[src/sv/wps_pkg.sv]
// ----------------------------------------------------------------------------
// wps_pkg: shared constants and types
// Widths, fixed-point constants and divider control structs for the
// windowed position smoother.
// ----------------------------------------------------------------------------
package wps_pkg;

  localparam int WINDOW   = 16;
  localparam int POS_W    = 16;
  localparam int ALPHA_W  = 17;
  localparam int FRAC_W   = 16;
  localparam int RMS_W    = 17;
  localparam int FILL_W   = 5;

  localparam int IDX_W    = (WINDOW > 1) ? $clog2(WINDOW) : 1;
  localparam int CNT_W    = $clog2(WINDOW + 1);
  localparam int TW_MAX   = WINDOW * (WINDOW + 1) / 2;
  localparam int TW_W     = $clog2(TW_MAX + 1);

  localparam int SUM_W    = POS_W + CNT_W;
  localparam int WSUM_W   = POS_W + TW_W + 1;
  localparam int SQ_W     = 2 * POS_W + CNT_W;
  localparam int Q_W      = SQ_W + CNT_W + 2;
  localparam int ACC_W    = POS_W + FRAC_W + 1;

  localparam int MA_MIN   = (RMS_W + 2 > 2 * CNT_W + 1) ? RMS_W + 2 : 2 * CNT_W + 1;
  localparam int MA_W     = (SUM_W > MA_MIN) ? SUM_W : MA_MIN;
  localparam int MB_W     = SQ_W + 1;
  localparam int MP_W     = MA_W + MB_W;

  localparam int DVD_W    = (WSUM_W > SUM_W) ? WSUM_W : SUM_W;
  localparam int DEN_W    = TW_W;

  localparam logic [ALPHA_W-1:0] ALPHA_ONE   = ALPHA_W'(1 << FRAC_W);
  localparam logic [ALPHA_W-1:0] ALPHA_RESET = ALPHA_W'(1 << (FRAC_W - 1));

  typedef struct packed {
    logic                     start;
    logic signed [DVD_W-1:0]  num;
    logic        [DEN_W-1:0]  den;
  } div_cmd_t;

  typedef struct packed {
    logic                     done;
    logic signed [DVD_W-1:0]  quot;
  } div_stat_t;

endpackage

[src/sv/wps_stream_if.sv]
// ----------------------------------------------------------------------------
// wps_stream_if: request and result channels
// Valid/ready channels carrying one position request and one result.
// ----------------------------------------------------------------------------
interface wps_pos_if;
  logic                              valid;
  logic                              ready;
  logic signed [wps_pkg::POS_W-1:0]  pos_x;
  logic signed [wps_pkg::POS_W-1:0]  pos_y;

  modport source (output valid, output pos_x, output pos_y, input ready);
  modport sink   (input valid, input pos_x, input pos_y, output ready);
endinterface

interface wps_res_if;
  logic                              valid;
  logic                              ready;
  logic signed [wps_pkg::POS_W-1:0]  mean_x;
  logic signed [wps_pkg::POS_W-1:0]  mean_y;
  logic signed [wps_pkg::POS_W-1:0]  weighted_x;
  logic signed [wps_pkg::POS_W-1:0]  weighted_y;
  logic signed [wps_pkg::POS_W-1:0]  smooth_x;
  logic signed [wps_pkg::POS_W-1:0]  smooth_y;
  logic        [wps_pkg::RMS_W-1:0]  rms_spread;
  logic        [wps_pkg::FILL_W-1:0] fill_count;

  modport source (output valid, output mean_x, output mean_y, output weighted_x,
                  output weighted_y, output smooth_x, output smooth_y,
                  output rms_spread, output fill_count, input ready);
  modport sink   (input valid, input mean_x, input mean_y, input weighted_x,
                  input weighted_y, input smooth_x, input smooth_y,
                  input rms_spread, input fill_count, output ready);
endinterface

[src/sv/windowed_position_smoother.sv]
// ----------------------------------------------------------------------------
// windowed_position_smoother: sliding-window statistics over 2D positions
// Keeps the last WINDOW positions and, per request, returns plain mean,
// linearly weighted mean, exponential smoothing and RMS spread.
// ----------------------------------------------------------------------------
// One request at a time. A request walks the n held entries, n being the
// fill count after the push (at most 16, a full window). In the window
// walk one shared multiplier does squares, weights and both smoothing
// steps in turn for each held entry; variance setup follows, then a
// bitwise root over 17 bits and four rounding divisions through a
// one-bit-per-cycle divider. ready is high only while no request is in
// progress; a finished result waits in the output register and the next
// request can be taken meanwhile.
// smoothing_alpha is written whenever smoothing_alpha_we is high; values
// above 65536 act as 1.0. Window storage sits in one RAM, x and y side by
// side, and needs no clearing since only held entries are read.
// ----------------------------------------------------------------------------
module windowed_position_smoother (
  input  logic                          clk,
  input  logic                          rst,
  wps_pos_if.sink                       pos_req,
  wps_res_if.source                     result,
  input  logic                          smoothing_alpha_we,
  input  logic [wps_pkg::ALPHA_W-1:0]   smoothing_alpha
);
  import wps_pkg::*;

  localparam int QS_W  = Q_W + 1;
  localparam int T_W   = CNT_W + 1;
  localparam int BIT_W = $clog2(RMS_W);
  localparam int HALF_Q16 = 1 << (FRAC_W - 1);

  // walk steps, one entry per pass
  localparam logic [3:0] W_ADDR  = 4'd0;
  localparam logic [3:0] W_LOAD  = 4'd1;
  localparam logic [3:0] W_SQX   = 4'd2;
  localparam logic [3:0] W_SQY   = 4'd3;
  localparam logic [3:0] W_WX    = 4'd4;
  localparam logic [3:0] W_WY    = 4'd5;
  localparam logic [3:0] W_DECX  = 4'd6;
  localparam logic [3:0] W_NEWX  = 4'd7;
  localparam logic [3:0] W_DECY  = 4'd8;
  localparam logic [3:0] W_NEWY  = 4'd9;
  localparam logic [3:0] W_END   = 4'd10;
  // variance setup steps
  localparam logic [3:0] P_NSQ   = 4'd0;
  localparam logic [3:0] P_SXX   = 4'd1;
  localparam logic [3:0] P_SYY   = 4'd2;
  localparam logic [3:0] P_NN    = 4'd3;
  localparam logic [3:0] P_END   = 4'd4;
  // root steps
  localparam logic [3:0] R_UU    = 4'd0;
  localparam logic [3:0] R_SCALE = 4'd1;
  localparam logic [3:0] R_TEST  = 4'd2;
  // divide steps
  localparam logic [3:0] D_GO    = 4'd0;
  localparam logic [3:0] D_WAIT  = 4'd1;

  localparam logic [1:0] DV_MX = 2'd0;
  localparam logic [1:0] DV_MY = 2'd1;
  localparam logic [1:0] DV_WX = 2'd2;
  localparam logic [1:0] DV_WY = 2'd3;

  typedef enum logic [5:0] {
    S_IDLE   = 6'b000001,
    S_WALK   = 6'b000010,
    S_POST   = 6'b000100,
    S_ROOT   = 6'b001000,
    S_DIVIDE = 6'b010000,
    S_EMIT   = 6'b100000
  } state_t;

  function automatic logic signed [ACC_W-1:0] rnd16(input logic signed [MP_W-1:0] p);
    logic [MP_W-1:0]          m;
    logic [MP_W-1:0]          r;
    logic signed [ACC_W-1:0]  rs;
    m  = p[MP_W-1] ? MP_W'(-p) : MP_W'(p);
    r  = (m + MP_W'(HALF_Q16)) >> FRAC_W;
    rs = ACC_W'(r);
    return p[MP_W-1] ? -rs : rs;
  endfunction

  state_t                    state;
  logic [3:0]                step;
  logic [ALPHA_W-1:0]        alpha_r;
  logic [IDX_W-1:0]          write_slot;
  logic [CNT_W-1:0]          entries_held;
  logic [IDX_W-1:0]          rd_addr;
  logic [CNT_W-1:0]          idx;
  logic signed [POS_W-1:0]   vx, vy;
  logic signed [SUM_W-1:0]   sx, sy;
  logic signed [WSUM_W-1:0]  wx, wy;
  logic [TW_W-1:0]           tw;
  logic [SQ_W-1:0]           sq;
  logic signed [ACC_W-1:0]   accx, accy, tmpx, tmpy;
  logic signed [QS_W-1:0]    q;
  logic [2*CNT_W-1:0]        nsq;
  logic [RMS_W-1:0]          root_r;
  logic [BIT_W-1:0]          bitn;
  logic [1:0]                div_sel;
  logic signed [POS_W-1:0]   res_mx, res_my, res_wx, res_wy;

  logic                      accept;
  logic [IDX_W-1:0]          ws_next;
  logic [CNT_W-1:0]          held_next;
  logic [T_W-1:0]            first_t;
  logic [IDX_W-1:0]          first;
  logic [IDX_W-1:0]          rd_addr_inc;
  logic [CNT_W-1:0]          idx_inc;
  logic [ALPHA_W-1:0]        alpha_eff, beta;
  logic [RMS_W-1:0]          cand;
  logic [RMS_W:0]            u;
  logic                      emit_go;

  logic signed [MA_W-1:0]    ma;
  logic signed [MB_W-1:0]    mb;
  logic signed [MP_W-1:0]    mp;

  logic [2*POS_W-1:0]        ram_rdata;
  div_cmd_t                  div_cmd;
  div_stat_t                 div_stat;

  assign pos_req.ready = (state == S_IDLE);
  assign accept        = pos_req.valid && pos_req.ready;
  assign emit_go       = (state == S_EMIT) && (!result.valid || result.ready);

  // slot bookkeeping for the push
  always_comb begin
    ws_next   = (write_slot == IDX_W'(WINDOW - 1)) ? '0 : write_slot + 1'b1;
    held_next = (entries_held < CNT_W'(WINDOW)) ? entries_held + 1'b1 : entries_held;
    first_t   = T_W'(ws_next) + T_W'(WINDOW) - T_W'(held_next);
    first     = (first_t >= T_W'(WINDOW)) ? IDX_W'(first_t - T_W'(WINDOW))
                                           : IDX_W'(first_t);
    rd_addr_inc = (rd_addr == IDX_W'(WINDOW - 1)) ? '0 : rd_addr + 1'b1;
    idx_inc     = idx + 1'b1;
    alpha_eff   = (alpha_r > ALPHA_ONE) ? ALPHA_ONE : alpha_r;
    beta        = ALPHA_ONE - alpha_eff;
    cand        = root_r | (RMS_W'(1) << bitn);
    u           = {cand, 1'b0} - (RMS_W+1)'(1);
  end

  wps_ram #(.WIDTH(2 * POS_W), .DEPTH(WINDOW)) u_window (
    .clk   (clk),
    .we    (accept),
    .waddr (write_slot),
    .wdata ({pos_req.pos_x, pos_req.pos_y}),
    .raddr (rd_addr),
    .rdata (ram_rdata)
  );

  // operand select for the shared multiplier
  always_comb begin
    ma = '0;
    mb = '0;
    unique case (state)
      S_WALK: begin
        unique case (step)
          W_SQX:  begin ma = MA_W'(vx);        mb = MB_W'(vx);   end
          W_SQY:  begin ma = MA_W'(vy);        mb = MB_W'(vy);   end
          W_WX:   begin ma = MA_W'(idx_inc);   mb = MB_W'(vx);   end
          W_WY:   begin ma = MA_W'(idx_inc);   mb = MB_W'(vy);   end
          W_DECX: begin ma = MA_W'(beta);      mb = MB_W'(accx); end
          W_NEWX: begin ma = MA_W'(alpha_eff); mb = MB_W'(vx);   end
          W_DECY: begin ma = MA_W'(beta);      mb = MB_W'(accy); end
          W_NEWY: begin ma = MA_W'(alpha_eff); mb = MB_W'(vy);   end
          default: ;
        endcase
      end
      S_POST: begin
        unique case (step)
          P_NSQ: begin ma = MA_W'(entries_held); mb = MB_W'(sq); end
          P_SXX: begin ma = MA_W'(sx);           mb = MB_W'(sx); end
          P_SYY: begin ma = MA_W'(sy);           mb = MB_W'(sy); end
          P_NN:  begin ma = MA_W'(entries_held); mb = MB_W'(entries_held); end
          default: ;
        endcase
      end
      S_ROOT: begin
        unique case (step)
          R_UU:    begin ma = MA_W'(u);   mb = MB_W'(u);  end
          R_SCALE: begin ma = MA_W'(nsq); mb = MB_W'(mp); end
          default: ;
        endcase
      end
      default: ;
    endcase
  end

  wps_mul u_mul (
    .clk (clk),
    .a   (ma),
    .b   (mb),
    .p   (mp)
  );

  always_comb begin
    div_cmd.start = (state == S_DIVIDE) && (step == D_GO);
    unique case (div_sel)
      DV_MX: begin div_cmd.num = DVD_W'(sx); div_cmd.den = DEN_W'(entries_held); end
      DV_MY: begin div_cmd.num = DVD_W'(sy); div_cmd.den = DEN_W'(entries_held); end
      DV_WX: begin div_cmd.num = DVD_W'(wx); div_cmd.den = tw; end
      DV_WY: begin div_cmd.num = DVD_W'(wy); div_cmd.den = tw; end
      default: begin div_cmd.num = '0; div_cmd.den = '0; end
    endcase
  end

  wps_div u_div (
    .clk  (clk),
    .rst  (rst),
    .cmd  (div_cmd),
    .stat (div_stat)
  );

  // configuration register
  always_ff @(posedge clk) begin
    if (rst) begin
      alpha_r <= ALPHA_RESET;
    end else if (smoothing_alpha_we) begin
      alpha_r <= smoothing_alpha;
    end
  end

  // sequencer
  always_ff @(posedge clk) begin
    if (rst) begin
      state        <= S_IDLE;
      step         <= '0;
      write_slot   <= '0;
      entries_held <= '0;
      div_sel      <= DV_MX;
    end else begin
      unique case (state)
        S_IDLE: begin
          if (accept) begin
            write_slot   <= ws_next;
            entries_held <= held_next;
            rd_addr      <= first;
            idx          <= '0;
            sx   <= '0;
            sy   <= '0;
            wx   <= '0;
            wy   <= '0;
            sq   <= '0;
            tw   <= '0;
            step <= W_ADDR;
            state <= S_WALK;
          end
        end

        S_WALK: begin
          step <= step + 1'b1;
          unique case (step)
            W_ADDR: ;   // RAM read of the current entry in flight
            W_LOAD: begin
              vx <= ram_rdata[2*POS_W-1:POS_W];
              vy <= ram_rdata[POS_W-1:0];
              sx <= sx + SUM_W'($signed(ram_rdata[2*POS_W-1:POS_W]));
              sy <= sy + SUM_W'($signed(ram_rdata[POS_W-1:0]));
              tw <= tw + TW_W'(idx_inc);
            end
            W_SQX: ;
            W_SQY:  sq <= sq + SQ_W'(mp);
            W_WX:   sq <= sq + SQ_W'(mp);
            W_WY:   wx <= wx + WSUM_W'(mp);
            W_DECX: wy <= wy + WSUM_W'(mp);
            W_NEWX: tmpx <= rnd16(mp);
            W_DECY: begin
              // oldest entry seeds the smoothing
              accx <= (idx == '0) ? (ACC_W'(vx) <<< FRAC_W) : ACC_W'(mp) + tmpx;
            end
            W_NEWY: tmpy <= rnd16(mp);
            W_END: begin
              accy    <= (idx == '0) ? (ACC_W'(vy) <<< FRAC_W) : ACC_W'(mp) + tmpy;
              idx     <= idx_inc;
              rd_addr <= rd_addr_inc;
              if (idx_inc == entries_held) begin
                step  <= P_NSQ;
                state <= S_POST;
              end else begin
                step <= W_ADDR;
              end
            end
            default: step <= W_ADDR;
          endcase
        end

        S_POST: begin
          step <= step + 1'b1;
          unique case (step)
            P_NSQ: ;
            P_SXX: q <= QS_W'(mp);
            P_SYY: q <= q - QS_W'(mp);
            P_NN:  q <= q - QS_W'(mp);
            P_END: begin
              nsq    <= (2*CNT_W)'(mp);
              q      <= q <<< 2;   // 4 * n^2 * variance
              root_r <= '0;
              bitn   <= BIT_W'(RMS_W - 1);
              step   <= R_UU;
              state  <= S_ROOT;
            end
            default: step <= P_NSQ;
          endcase
        end

        // bitwise search: keep bit if ((2r-1) n)^2 <= 4 n^2 var
        S_ROOT: begin
          step <= step + 1'b1;
          unique case (step)
            R_UU:    ;
            R_SCALE: ;
            R_TEST: begin
              if (mp <= MP_W'(q)) begin
                root_r <= cand;
              end
              step <= R_UU;
              if (bitn == '0) begin
                div_sel <= DV_MX;
                step    <= D_GO;
                state   <= S_DIVIDE;
              end else begin
                bitn <= bitn - 1'b1;
              end
            end
            default: step <= R_UU;
          endcase
        end

        S_DIVIDE: begin
          unique case (step)
            D_GO: step <= D_WAIT;
            D_WAIT: begin
              if (div_stat.done) begin
                unique case (div_sel)
                  DV_MX: res_mx <= POS_W'(div_stat.quot);
                  DV_MY: res_my <= POS_W'(div_stat.quot);
                  DV_WX: res_wx <= POS_W'(div_stat.quot);
                  DV_WY: res_wy <= POS_W'(div_stat.quot);
                  default: ;
                endcase
                step <= D_GO;
                if (div_sel == DV_WY) begin
                  state <= S_EMIT;
                end else begin
                  div_sel <= div_sel + 1'b1;
                end
              end
            end
            default: step <= D_GO;
          endcase
        end

        S_EMIT: begin
          if (emit_go) begin
            state <= S_IDLE;
          end
        end

        default: state <= S_IDLE;
      endcase
    end
  end

  // result register, held until taken
  always_ff @(posedge clk) begin
    if (rst) begin
      result.valid <= 1'b0;
    end else if (emit_go) begin
      result.valid <= 1'b1;
    end else if (result.ready) begin
      result.valid <= 1'b0;
    end
  end

  always_ff @(posedge clk) begin
    if (emit_go) begin
      result.mean_x     <= res_mx;
      result.mean_y     <= res_my;
      result.weighted_x <= res_wx;
      result.weighted_y <= res_wy;
      result.smooth_x   <= POS_W'(rnd16(MP_W'(accx)));
      result.smooth_y   <= POS_W'(rnd16(MP_W'(accy)));
      result.rms_spread <= root_r;
      result.fill_count <= FILL_W'(entries_held);
    end
  end

  a_busy_after_req: assert property (@(posedge clk) disable iff (rst)
    accept |=> !pos_req.ready) else $error("request accepted while busy");
  a_held_range: assert property (@(posedge clk) disable iff (rst)
    entries_held <= CNT_W'(WINDOW)) else $error("fill count beyond window");
  a_var_nonneg: assert property (@(posedge clk) disable iff (rst)
    (state == S_ROOT) |-> !q[QS_W-1]) else $error("negative variance term");
  a_emit_valid: assert property (@(posedge clk) disable iff (rst)
    emit_go |=> result.valid) else $error("result lost at emit");

endmodule

[src/sv/wps_ram.sv]
// ----------------------------------------------------------------------------
// wps_ram: generic single-port-write RAM
// One write port and one read port, read data registered.
// ----------------------------------------------------------------------------
module wps_ram #(
  parameter int WIDTH = 32,
  parameter int DEPTH = 16
) (
  input  logic                                           clk,
  input  logic                                           we,
  input  logic [((DEPTH > 1) ? $clog2(DEPTH) : 1)-1:0]   waddr,
  input  logic [WIDTH-1:0]                               wdata,
  input  logic [((DEPTH > 1) ? $clog2(DEPTH) : 1)-1:0]   raddr,
  output logic [WIDTH-1:0]                               rdata
);

  logic [WIDTH-1:0] mem [DEPTH];

  always_ff @(posedge clk) begin
    if (we) begin
      mem[waddr] <= wdata;
    end
    rdata <= mem[raddr];
  end

endmodule

[src/sv/wps_mul.sv]
// ----------------------------------------------------------------------------
// wps_mul: shared signed multiplier
// Single signed multiply with a registered product.
// ----------------------------------------------------------------------------
module wps_mul (
  input  logic                             clk,
  input  logic signed [wps_pkg::MA_W-1:0]  a,
  input  logic signed [wps_pkg::MB_W-1:0]  b,
  output logic signed [wps_pkg::MP_W-1:0]  p
);
  import wps_pkg::*;

  always_ff @(posedge clk) begin
    p <= MP_W'(a) * MP_W'(b);
  end

endmodule

[src/sv/wps_div.sv]
// ----------------------------------------------------------------------------
// wps_div: iterative rounding divider
// Signed dividend over positive divisor, round half away from zero,
// one quotient bit per cycle.
// ----------------------------------------------------------------------------
module wps_div (
  input  logic                  clk,
  input  logic                  rst,
  input  wps_pkg::div_cmd_t     cmd,
  output wps_pkg::div_stat_t    stat
);
  import wps_pkg::*;

  localparam int MAG_W = DVD_W + 1;
  localparam int DC_W  = $clog2(MAG_W + 1);

  logic              busy;
  logic [DC_W-1:0]   cnt;
  logic [MAG_W-1:0]  mag;
  logic [DEN_W-1:0]  rem;
  logic [DEN_W-1:0]  den_r;
  logic              neg;

  logic [MAG_W-1:0]  abs_num;
  logic [DEN_W:0]    trial;
  logic              qbit;
  logic [MAG_W-1:0]  mag_next;
  logic [DEN_W-1:0]  rem_next;

  always_comb begin
    abs_num  = cmd.num[DVD_W-1] ? MAG_W'(-MAG_W'(cmd.num)) : MAG_W'(cmd.num);
    trial    = {rem, mag[MAG_W-1]};
    qbit     = (trial >= (DEN_W+1)'(den_r));
    rem_next = qbit ? DEN_W'(trial - (DEN_W+1)'(den_r)) : DEN_W'(trial);
    mag_next = {mag[MAG_W-2:0], qbit};
  end

  always_ff @(posedge clk) begin
    if (rst) begin
      busy      <= 1'b0;
      stat.done <= 1'b0;
    end else begin
      stat.done <= 1'b0;
      if (cmd.start) begin
        busy  <= 1'b1;
        cnt   <= DC_W'(MAG_W);
        neg   <= cmd.num[DVD_W-1];
        mag   <= abs_num + MAG_W'(cmd.den >> 1);
        rem   <= '0;
        den_r <= cmd.den;
      end else if (busy) begin
        mag <= mag_next;
        rem <= rem_next;
        cnt <= cnt - 1'b1;
        if (cnt == DC_W'(1)) begin
          busy      <= 1'b0;
          stat.done <= 1'b1;
          stat.quot <= neg ? -DVD_W'(mag_next) : DVD_W'(mag_next);
        end
      end
    end
  end

  a_no_restart: assert property (@(posedge clk) disable iff (rst)
    busy |-> !cmd.start) else $error("divider restarted while busy");
  a_done_idle: assert property (@(posedge clk) disable iff (rst)
    stat.done |-> !busy) else $error("divider done while busy");
  a_done_pulse: assert property (@(posedge clk) disable iff (rst)
    stat.done |=> !stat.done) else $error("divider done held");

endmodule
[src/flat_wrapper.sv]
// flat-port wrapper written by rule: the top's interface ports become plain ports
module windowed_position_smoother_flat import wps_pkg::*;
  (clk, rst, smoothing_alpha_we, smoothing_alpha, pos_req_valid, pos_req_pos_x, pos_req_pos_y, pos_req_ready, result_valid, result_mean_x, result_mean_y, result_weighted_x, result_weighted_y, result_smooth_x, result_smooth_y, result_rms_spread, result_fill_count, result_ready);
  wps_pos_if pos_req_i ();
  wps_res_if result_i ();
  input  logic clk;
  input  logic rst;
  input  logic smoothing_alpha_we;
  input  logic [wps_pkg::ALPHA_W-1:0] smoothing_alpha;
  input wire logic [$bits(pos_req_i.valid)-1:0] pos_req_valid;
  input wire logic [$bits(pos_req_i.pos_x)-1:0] pos_req_pos_x;
  input wire logic [$bits(pos_req_i.pos_y)-1:0] pos_req_pos_y;
  output wire logic [$bits(pos_req_i.ready)-1:0] pos_req_ready;
  output wire logic [$bits(result_i.valid)-1:0] result_valid;
  output wire logic [$bits(result_i.mean_x)-1:0] result_mean_x;
  output wire logic [$bits(result_i.mean_y)-1:0] result_mean_y;
  output wire logic [$bits(result_i.weighted_x)-1:0] result_weighted_x;
  output wire logic [$bits(result_i.weighted_y)-1:0] result_weighted_y;
  output wire logic [$bits(result_i.smooth_x)-1:0] result_smooth_x;
  output wire logic [$bits(result_i.smooth_y)-1:0] result_smooth_y;
  output wire logic [$bits(result_i.rms_spread)-1:0] result_rms_spread;
  output wire logic [$bits(result_i.fill_count)-1:0] result_fill_count;
  input wire logic [$bits(result_i.ready)-1:0] result_ready;
  assign pos_req_i.valid = pos_req_valid;
  assign pos_req_i.pos_x = pos_req_pos_x;
  assign pos_req_i.pos_y = pos_req_pos_y;
  assign pos_req_ready = pos_req_i.ready;
  assign result_valid = result_i.valid;
  assign result_mean_x = result_i.mean_x;
  assign result_mean_y = result_i.mean_y;
  assign result_weighted_x = result_i.weighted_x;
  assign result_weighted_y = result_i.weighted_y;
  assign result_smooth_x = result_i.smooth_x;
  assign result_smooth_y = result_i.smooth_y;
  assign result_rms_spread = result_i.rms_spread;
  assign result_fill_count = result_i.fill_count;
  assign result_i.ready = result_ready;
  windowed_position_smoother u_core (.clk(clk), .rst(rst), .pos_req(pos_req_i), .result(result_i), .smoothing_alpha_we(smoothing_alpha_we), .smoothing_alpha(smoothing_alpha));
endmodule
[config.mk]
export PLATFORM = sky130hd
export DESIGN_NAME = windowed_position_smoother_flat
export DESIGN_NICKNAME = d
export VERILOG_FILES = /design/src/sv/wps_pkg.sv /design/src/sv/wps_stream_if.sv /design/src/sv/windowed_position_smoother.sv /design/src/sv/wps_ram.sv /design/src/sv/wps_mul.sv /design/src/sv/wps_div.sv /design/src/flat_wrapper.sv
export SDC_FILE = /design/constraint.sdc
export NUM_CORES = 2
export LEC_CHECK = 0
export BUFFER_PORTS_ARGS = -buffer_cell sky130_fd_sc_hd__buf_2
export CAP_MARGIN = 10
export CORE_UTILIZATION = 40
export CTS_CLUSTER_SIZE = 28
export DETAILED_ROUTE_END_ITERATION = 7
export GPL_ROUTABILITY_DRIVEN = 0
export MAX_ROUTING_LAYER = met4
export PLACE_DENSITY_LB_ADDON = 0.25
export REMOVE_ABC_BUFFERS = 1
export SETUP_SLACK_MARGIN = 0.02
export SYNTH_ARGS = -nofsm -noshare
export SYNTH_HDL_FRONTEND = slang
export SYNTH_SLANG_ARGS = --single-unit
[constraint.sdc]
create_clock -name clk -period 13.3 [get_ports clk]
set_input_delay 2.66 -clock clk [delete_from_list [all_inputs] [get_ports clk]]
set_output_delay 2.66 -clock clk [all_outputs]
set_load 0.1 [all_outputs]
Word level (Yosys, flattened, before mapping)
Memories as Yosys holds them, arrays and structs flattened. A register that Yosys moved wholly into a read port is not among the register bits.
Index checks and enable logic that the tools add are counted.
{"block": "word_totals", "mem_bits_rw": 512, "n_memories": 1, "input_bits": 54, "reg_bits": 742}
{"memory": "u_core.u_window.mem", "depth": 16, "width": 32, "read_ports": 1, "rd_ports_with_merged_regs": 1, "write_ports": 1, "line_no": "wps_ram.sv:17", "rtl": "logic [WIDTH-1:0] mem [DEPTH];"}
{"block": "classes", "n_eq_ne": 41, "n_addsub": 35, "bitwise_logic": 4, "magnitude_cmp": 5, "mul": 1, "n_reduce_logical": 53, "shift": 1, "n_mux": 92}
{"cell": "38-bit one-hot mux with 4 select lines", "n": 2}
{"cell": "45-bit one-hot mux with 3 select lines", "n": 1}
{"cell": "33-bit one-hot mux with 4 select lines", "n": 1}
{"cell": "21-bit one-hot mux with 3 select lines", "n": 2}
{"cell": "38-bit one-hot mux with 3 select lines", "n": 1}
{"cell": "21-bit one-hot mux with 5 select lines", "n": 1}
{"cell": "26-bit 2-to-1 mux", "n": 4}
{"cell": "25-bit 2-to-1 mux", "n": 4}
{"cell": "25-bit one-hot mux with 2 select lines", "n": 2}
{"cell": "33-bit 2-to-1 mux", "n": 3}
{"cell": "21-bit one-hot mux with 2 select lines", "n": 2}
{"cell": "38-bit one-hot mux with 2 select lines", "n": 1}
{"cell": "37-bit 2-to-1 mux", "n": 2}
{"cell": "37-bit one-hot mux with 2 select lines", "n": 1}
{"cell": "17-bit 2-to-1 mux", "n": 4}
{"cell": "33-bit adder", "n": 2}
{"cell": "32-bit by 16-bit adder with 32-bit output (second input constant)", "n": 2}
{"cell": "32-bit 2-to-1 mux", "n": 2}
{"cell": "32-bit negation", "n": 2}
{"cell": "21-bit 2-to-1 mux", "n": 3}
{"cell": "6-bit 2-to-1 mux", "n": 10}
{"cell": "59-bit by 45-bit <= comparator with 1-bit output", "n": 1}
{"cell": "21-bit by 38-bit multiplier with 59-bit output", "n": 1}
{"cell": "25-bit adder", "n": 2}
{"cell": "79 further kinds", "n": 176}

Longest topological paths before layout
{"block": "depth", "ltp_word": 8, "mapped_depth": 41}

Modules after synthesis
A second synthesis with hierarchy kept.
{"block": "unflattened", "cells_unflattened": 9003, "hier_area_um2": 96827.9}
{"module": "windowed_position_smoother", "cells_per_inst": 4366, "area_per_inst_um2": 42752.3, "instances": 1}
{"module": "wps_mul", "cells_per_inst": 3331, "area_per_inst_um2": 29234.3, "instances": 1}
{"module": "wps_ram", "cells_per_inst": 838, "area_per_inst_um2": 19854.0, "instances": 1}
{"module": "wps_div", "cells_per_inst": 468, "area_per_inst_um2": 4987.3, "instances": 1}

Least setup slack after synthesis
No wires, ideal clock.
{"block": "synth_timing", "path_kind": "register -> register", "from": "register u_core.step[0]", "to": "register u_core.u_mul.p[58] in the netlist's numbering", "stages_incl_launch_ff": 37, "setup_slack_ps": 2974, "n_path_buf": 6, "synth_period_minus_slack_ps": 10326, "arrival_time_ps": 10254, "cell_sequence": "dfxtp_1 -> inv_1 -> ha_1 -> clkbuf_1 -> and2_1 -> clkbuf_1 -> or2_2 -> clkbuf_1 -> o41ai_1 -> buf_2 -> buf_2 -> a21oi_1 -> a2111oi_1 -> nand2_1 -> fa_1 -> fa_1 -> inv_1 -> fa_1 -> fa_1 -> fa_1 -> fa_1 -> inv_1 -> fa_1 -> inv_1 -> ha_1 -> clkbuf_1 -> a211o_1 -> a21oi_1 -> o211ai_1 -> a21oi_1 -> o21ai_0 -> a311oi_1 -> nor3_1 -> a2111o_1 -> a21o_1 -> a21oi_1 -> xnor2_1"}
{"block": "synth_via", "elab_chain_cells": 5, "word_cells_on_any_way": 25, "cone_classes": "mul: 1; eq/ne: 9; mux: 8; reduce/logical: 7"}
{"item": "start: declaration", "line_no": "windowed_position_smoother.sv:84", "rtl": "logic [3:0] step;"}
{"item": "start signal: assignment", "line_no": "windowed_position_smoother.sv:251", "rtl": "step <= step + 1'b1;"}
{"item": "start signal: assignment", "line_no": "windowed_position_smoother.sv:288", "rtl": "step <= step + 1'b1;"}
{"item": "start signal: assignment", "line_no": "windowed_position_smoother.sv:308", "rtl": "step <= step + 1'b1;"}
{"item": "4-bit by 3-bit == test with 1-bit output, or another cell as far along", "line_no": "windowed_position_smoother.sv:157", "rtl": "unique case (step)"}
{"item": "3-bit OR reduction (no line) / 2-bit OR reduction (equally long branches)"}
{"item": "38-bit one-hot mux with 4 select lines, or another cell as far along", "line_no": "windowed_position_smoother.sv:157"}
{"item": "38-bit one-hot mux with 3 select lines / 21-bit one-hot mux with 3 select lines (equally long branches)", "line_no": "windowed_position_smoother.sv:155", "rtl": "unique case (state)"}
{"item": "21-bit by 38-bit multiplier with 59-bit output *", "line_no": "wps_mul.sv:14", "rtl": "p <= MP_W'(a) * MP_W'(b);"}
{"item": "end signal: assignment", "line_no": "wps_mul.sv:14"}
{"item": "end: declaration", "line_no": "wps_mul.sv:9", "rtl": "output logic signed [wps_pkg::MP_W-1:0] p"}
Every way passes the cells marked *; elsewhere a longest branch is shown, timed or not.
A chain may end at the register's enable or synchronous reset.

Final worst setup path
{"block": "layout_timing", "from": "register u_core.bitn[0]", "to": "register u_core.u_mul.p[58] in the netlist's numbering"}
{"block": "layout_via", "elab_chain_cells": 6, "word_cells_on_any_way": 8, "cone_classes": "add/sub: 1; mul: 1; shift: 1; mux: 4; bitwise: 1"}
{"item": "start: declaration", "line_no": "windowed_position_smoother.sv:99", "rtl": "logic [BIT_W-1:0] bitn;"}
{"item": "start signal: assignment", "line_no": "windowed_position_smoother.sv:298", "rtl": "bitn <= BIT_W'(RMS_W - 1);"}
{"item": "start signal: assignment", "line_no": "windowed_position_smoother.sv:322", "rtl": "bitn <= bitn - 1'b1;"}
{"item": "1-bit by 5-bit left shift with 17-bit output *", "line_no": "windowed_position_smoother.sv:138", "rtl": "cand = root_r | (RMS_W'(1) << bitn);"}
{"item": "17-bit OR *", "line_no": "windowed_position_smoother.sv:138"}
{"item": "18-bit by 1-bit subtractor with 18-bit output *", "line_no": "windowed_position_smoother.sv:139", "rtl": "u = {cand, 1'b0} - (RMS_W+1)'(1);"}
{"item": "18-bit one-hot mux with 2 select lines / 38-bit one-hot mux with 2 select lines (equally long branches)", "line_no": "windowed_position_smoother.sv:179", "rtl": "unique case (step)"}
{"item": "21-bit one-hot mux with 3 select lines / 38-bit one-hot mux with 3 select lines (equally long branches)", "line_no": "windowed_position_smoother.sv:155"}
{"item": "21-bit by 38-bit multiplier with 59-bit output *", "line_no": "wps_mul.sv:14"}
Marked as above.

==> metrics.md <==
| Metric | Value |
|---|---|
| Die W | 492 um |
| Critical-path top delay cell | o22ai_1 |
| DRC | 24 |
| Ports | 174 |
| DIE HEIGHT | 492 um |
| TritonCTS Buffers | 145 |
| Post-Synthesis Cells | 9,159 |
| Failing checks | DRC |
| Post-synthesis instance area | 95,900 um2 |
| Post-synthesis register bit count | 1,277 |
| Sw Ratio | 25.0% |
| DR WL/cell | 24.1 um |
| Ys async rst share | 0% |
| Routed wire length | 302 mm |
| PwrDens | 90.2 nW/um2 |
| CTS tree | yes |
| Crit path top cell by count | fa_1 |
| CORE AREA | 238,000 um2 |
| RSZ-0062 raised after global routing | no |
| Post-route minimum period | 11,800 ps |
| Placement Setup Slack | 1680 ps |
| Cells resized by post-CTS repair | 0 |
| Final core occ | 44.4% |
| Root Driver | clkbuf_16 |
| Largest net degree at the start of global routing | 121 |
| Leak | 43.1 nW |
| Final net count | 10.6k |
| Worst-Margin Slew | 1210 ps |
| Post-CTS Repair Setup Buffers | 0 |
| CP Launch Type | flip-flop |
| Row cnt | 179 |
| Net Sw Power | 2.38 mW |
| Remaining antenna violation count | 0 |
| Worst skew pair latency | 820 ps |
| Synth Flop Type | edfxtp_1 |
| Worst Hold Class | flip-flop to flip-flop |
| Critical path capture point type | flip-flop |
| Detail Placement HPWL | 218 mm |
| Crit Path Max Fanout | 28 |
| Layout cells sized above 1 | 8.62% |
| Routed vias | 71.9k |
| YS warnings | 0 |
| Worst hold slack | 415 ps |
| Global-route usage over all layers | 25.5% |
| Worst Path Buf+Inv | 5 |
| Fmax | 0.0847 GHz |
| Worst Setup Slack, final | 1500 ps |
| Cts-stage hold buffer count | 0 |
| Final setup vio count | 0 |
| Number of port buffers | 173 |
| CTS clk-pin slew, worst paths | 60 ps |
| CP arrival | 12,460 ps |
| CTS H-tree lvls | 4 |
| Post-synth EDFFs | 1,145 |
| Vias in the first global route | 71.6k |
| Die ar. | 242,000 um2 |
| Max-slew violations | 0 |
| Skew final | 65.9 ps |
| Comb power frac | 9.0% |
| Largest delay share family, worst path | adder cells |
| Clock share of power | 43.2% |
| Congestion Overflow GR | 0 |
| Critical Path RT | 13,960 ps |
| Clock sinks | 1,277 |
| Clock Path Buffers | 3 |
| Internal power | 7.15 mW |
| Yosys cell types | 95 |
| Crit Path Category | flip-flop to flip-flop |
| Initial antenna violation count | 26 |
| Outcome | finished, violations left |
| DRT Pass-1 Iters | 8 |
| Synthesized area per cell | 10.5 um2 |
| Via density | 5.74 |
| Sequential power share | 47.8% |
| Initial DRC count | 7,493 |
| P&R area growth vs syn | 10.3% |
| Setup TNS | 0 ps |
| Slew margin rel. | 19.4% |
| Maxcap violations | 0 |
| Slowest stage delay, CP | 750 ps |
| Sequential area share after synthesis | 38.6% |
| VDD IR max | 116 uV |
| Initial Utilization | 40.3% |
| Fin crit share | 88.7% |
| Global-route wire length before repair | 453 mm |
| Final hold vios | 0 |
-- cell usage after synthesis (all sizes together), types with 58 or more instances --
cell    number  area, um2
mux2i      136       1360
nor2       605       2270
ha         492       6160
fa         794      15900
xnor2      322       2820
nand3      132        661
a21oi      423       2120
clkbuf     389       1460
o21ai      417       2090
inv       1101       4130
edfxtp    1145      34400
and2       124        776
mux4        64       1440
buf         58        269
nand2b     102        638
a21o       133        998
xor2       183       1600
nand2     1046       3930
nor3       164        832
nor2b       77        482
dfxtp      132       2640
nor4        59        437
a22oi      108        811
a221oi      65        569
-- routing by layer --
| metal | vias to the layer above | GRT usage, % | share of wire, % |
|---|---|---|---|
| li1 | 31800 | - | - |
| met1 | 36300 | 34.6 | 43 |
| met2 | 3233 | 38.0 | 44 |
| met3 | 578 | 4.12 | 8.4 |
| met4 | 0 | 10.2 | 4.5 |
| met5 | - | - | 0 |
-- logic make-up after synthesis --
| kind of cell | Yosys count | synth area share [%] |
|---|---|---|
| buf+inv | 1554 | 6.14 |
| flops | 1277 | 38.6 |
| simple gates | 2588 | 12.5 |
| mux | 239 | 3.38 |
| fa+ha+maj | 1287 | 23.0 |
| compound gates | 1707 | 11.8 |
| xor+xnor | 505 | 4.61 |
| other cells | 2 | 0.00783 |
-- flip-flops by register name (all words and copies together) (netlist names), 32 cells and up --
signal	count
u_core.u_window.rdata	32
u_core.tmpx	33
u_core.tmpy	33
u_core.accy	33
u_core.accx	33
u_core.u_mul.p	59
u_core.u_window.mem	512
u_core.q	45
u_core.sq	37
-- worst paths after layout --
kind	from	end	cells after the start	slack [ps]
worst max-delay path	u_core.bitn[0]	u_core.u_mul.p[58]	33	1500
worst min-delay path	u_core.res_mx[9]	u_core.result.mean_x[9]	0	410
worst max register to register	u_core.bitn[0]	u_core.u_mul.p[58]	33	1500
worst min register to register	u_core.res_mx[9]	u_core.result.mean_x[9]	0	410
-- worst reg2reg max path: cells and delay by family, from the launching register on --
kind                       cells  cell delay, ps
AOI/OAI and AO/OA             11            4220
xor gates and xnor gates       2             330
adders and majority gates      9            4420
buffers and inverters          5             800
DFF                            1             430
and+or+nand+nor                6            1470
-- metrics by stage --
stage	power (mW)	std cells	cell area (um2)
floorplan	5.20	8727	94200
global placement	5.46	12300	101000
detailed placement	5.49	12300	101000
CTS	9.59	12500	106000
global route	9.84	12500	106000
finish	9.53	12500	106000
-- power groups by stage --
stage	registers [mW]	clock network, mW	logic [mW]
after floorplan	4.61	0	0.595
after global placement	4.64	0	0.826
after detailed placement	4.64	0	0.847
after CTS	4.56	4.18	0.852
after global routing	4.56	4.34	0.942
final	4.56	4.11	0.857
-- cell usage in the layout (no fill, tap or decap), types with 28 or more instances in the layout --
| master | count |
|---|---|
| nand3_1 | 132 |
| nand2b_1 | 102 |
| xnor2_1 | 322 |
| nor2_1 | 588 |
| nand2_1 | 1044 |
| nor3_1 | 156 |
| or2_2 | 39 |
| and2_1 | 120 |
| a31oi_1 | 47 |
| mux2i_1 | 136 |
| or3_1 | 46 |
| inv_1 | 1100 |
| edfxtp_1 | 1145 |
| nand4_1 | 49 |
| a221oi_1 | 64 |
| clkbuf_1 | 31 |
| nor2b_1 | 76 |
| and3_1 | 44 |
| xor2_1 | 183 |
| a21oi_1 | 418 |
| fa_1 | 794 |
| a22oi_1 | 108 |
| nor4_1 | 48 |
| clkbuf_16 | 148 |
| o21ai_0 | 412 |
| dfxtp_1 | 131 |
| mux2_2 | 39 |
| o21bai_1 | 33 |
| o211ai_1 | 28 |
| buf_4 | 186 |
| mux4_2 | 64 |
| a222oi_1 | 54 |
| a21o_1 | 133 |
| buf_2 | 172 |
| o21a_1 | 51 |
| a211oi_1 | 41 |
| ha_1 | 492 |
| o31ai_1 | 35 |
-- final cells by class --
| class | instances | area (um2) |
|---|---|---|
| well taps | 3167 | 3960 |
| clock buffers | 189 | 3960 |
| repair buffers | 359 | 2280 |
| diodes | 8 | 20.0 |
| clock inverters | 75 | 943 |
| inverters | 1107 | 4160 |
| flip-flops and latches | 1277 | 37000 |
| multi-input cells | 6343 | 53400 |
| fillers | 22200 | 132000 |
(Power assumes the default switching activity.)
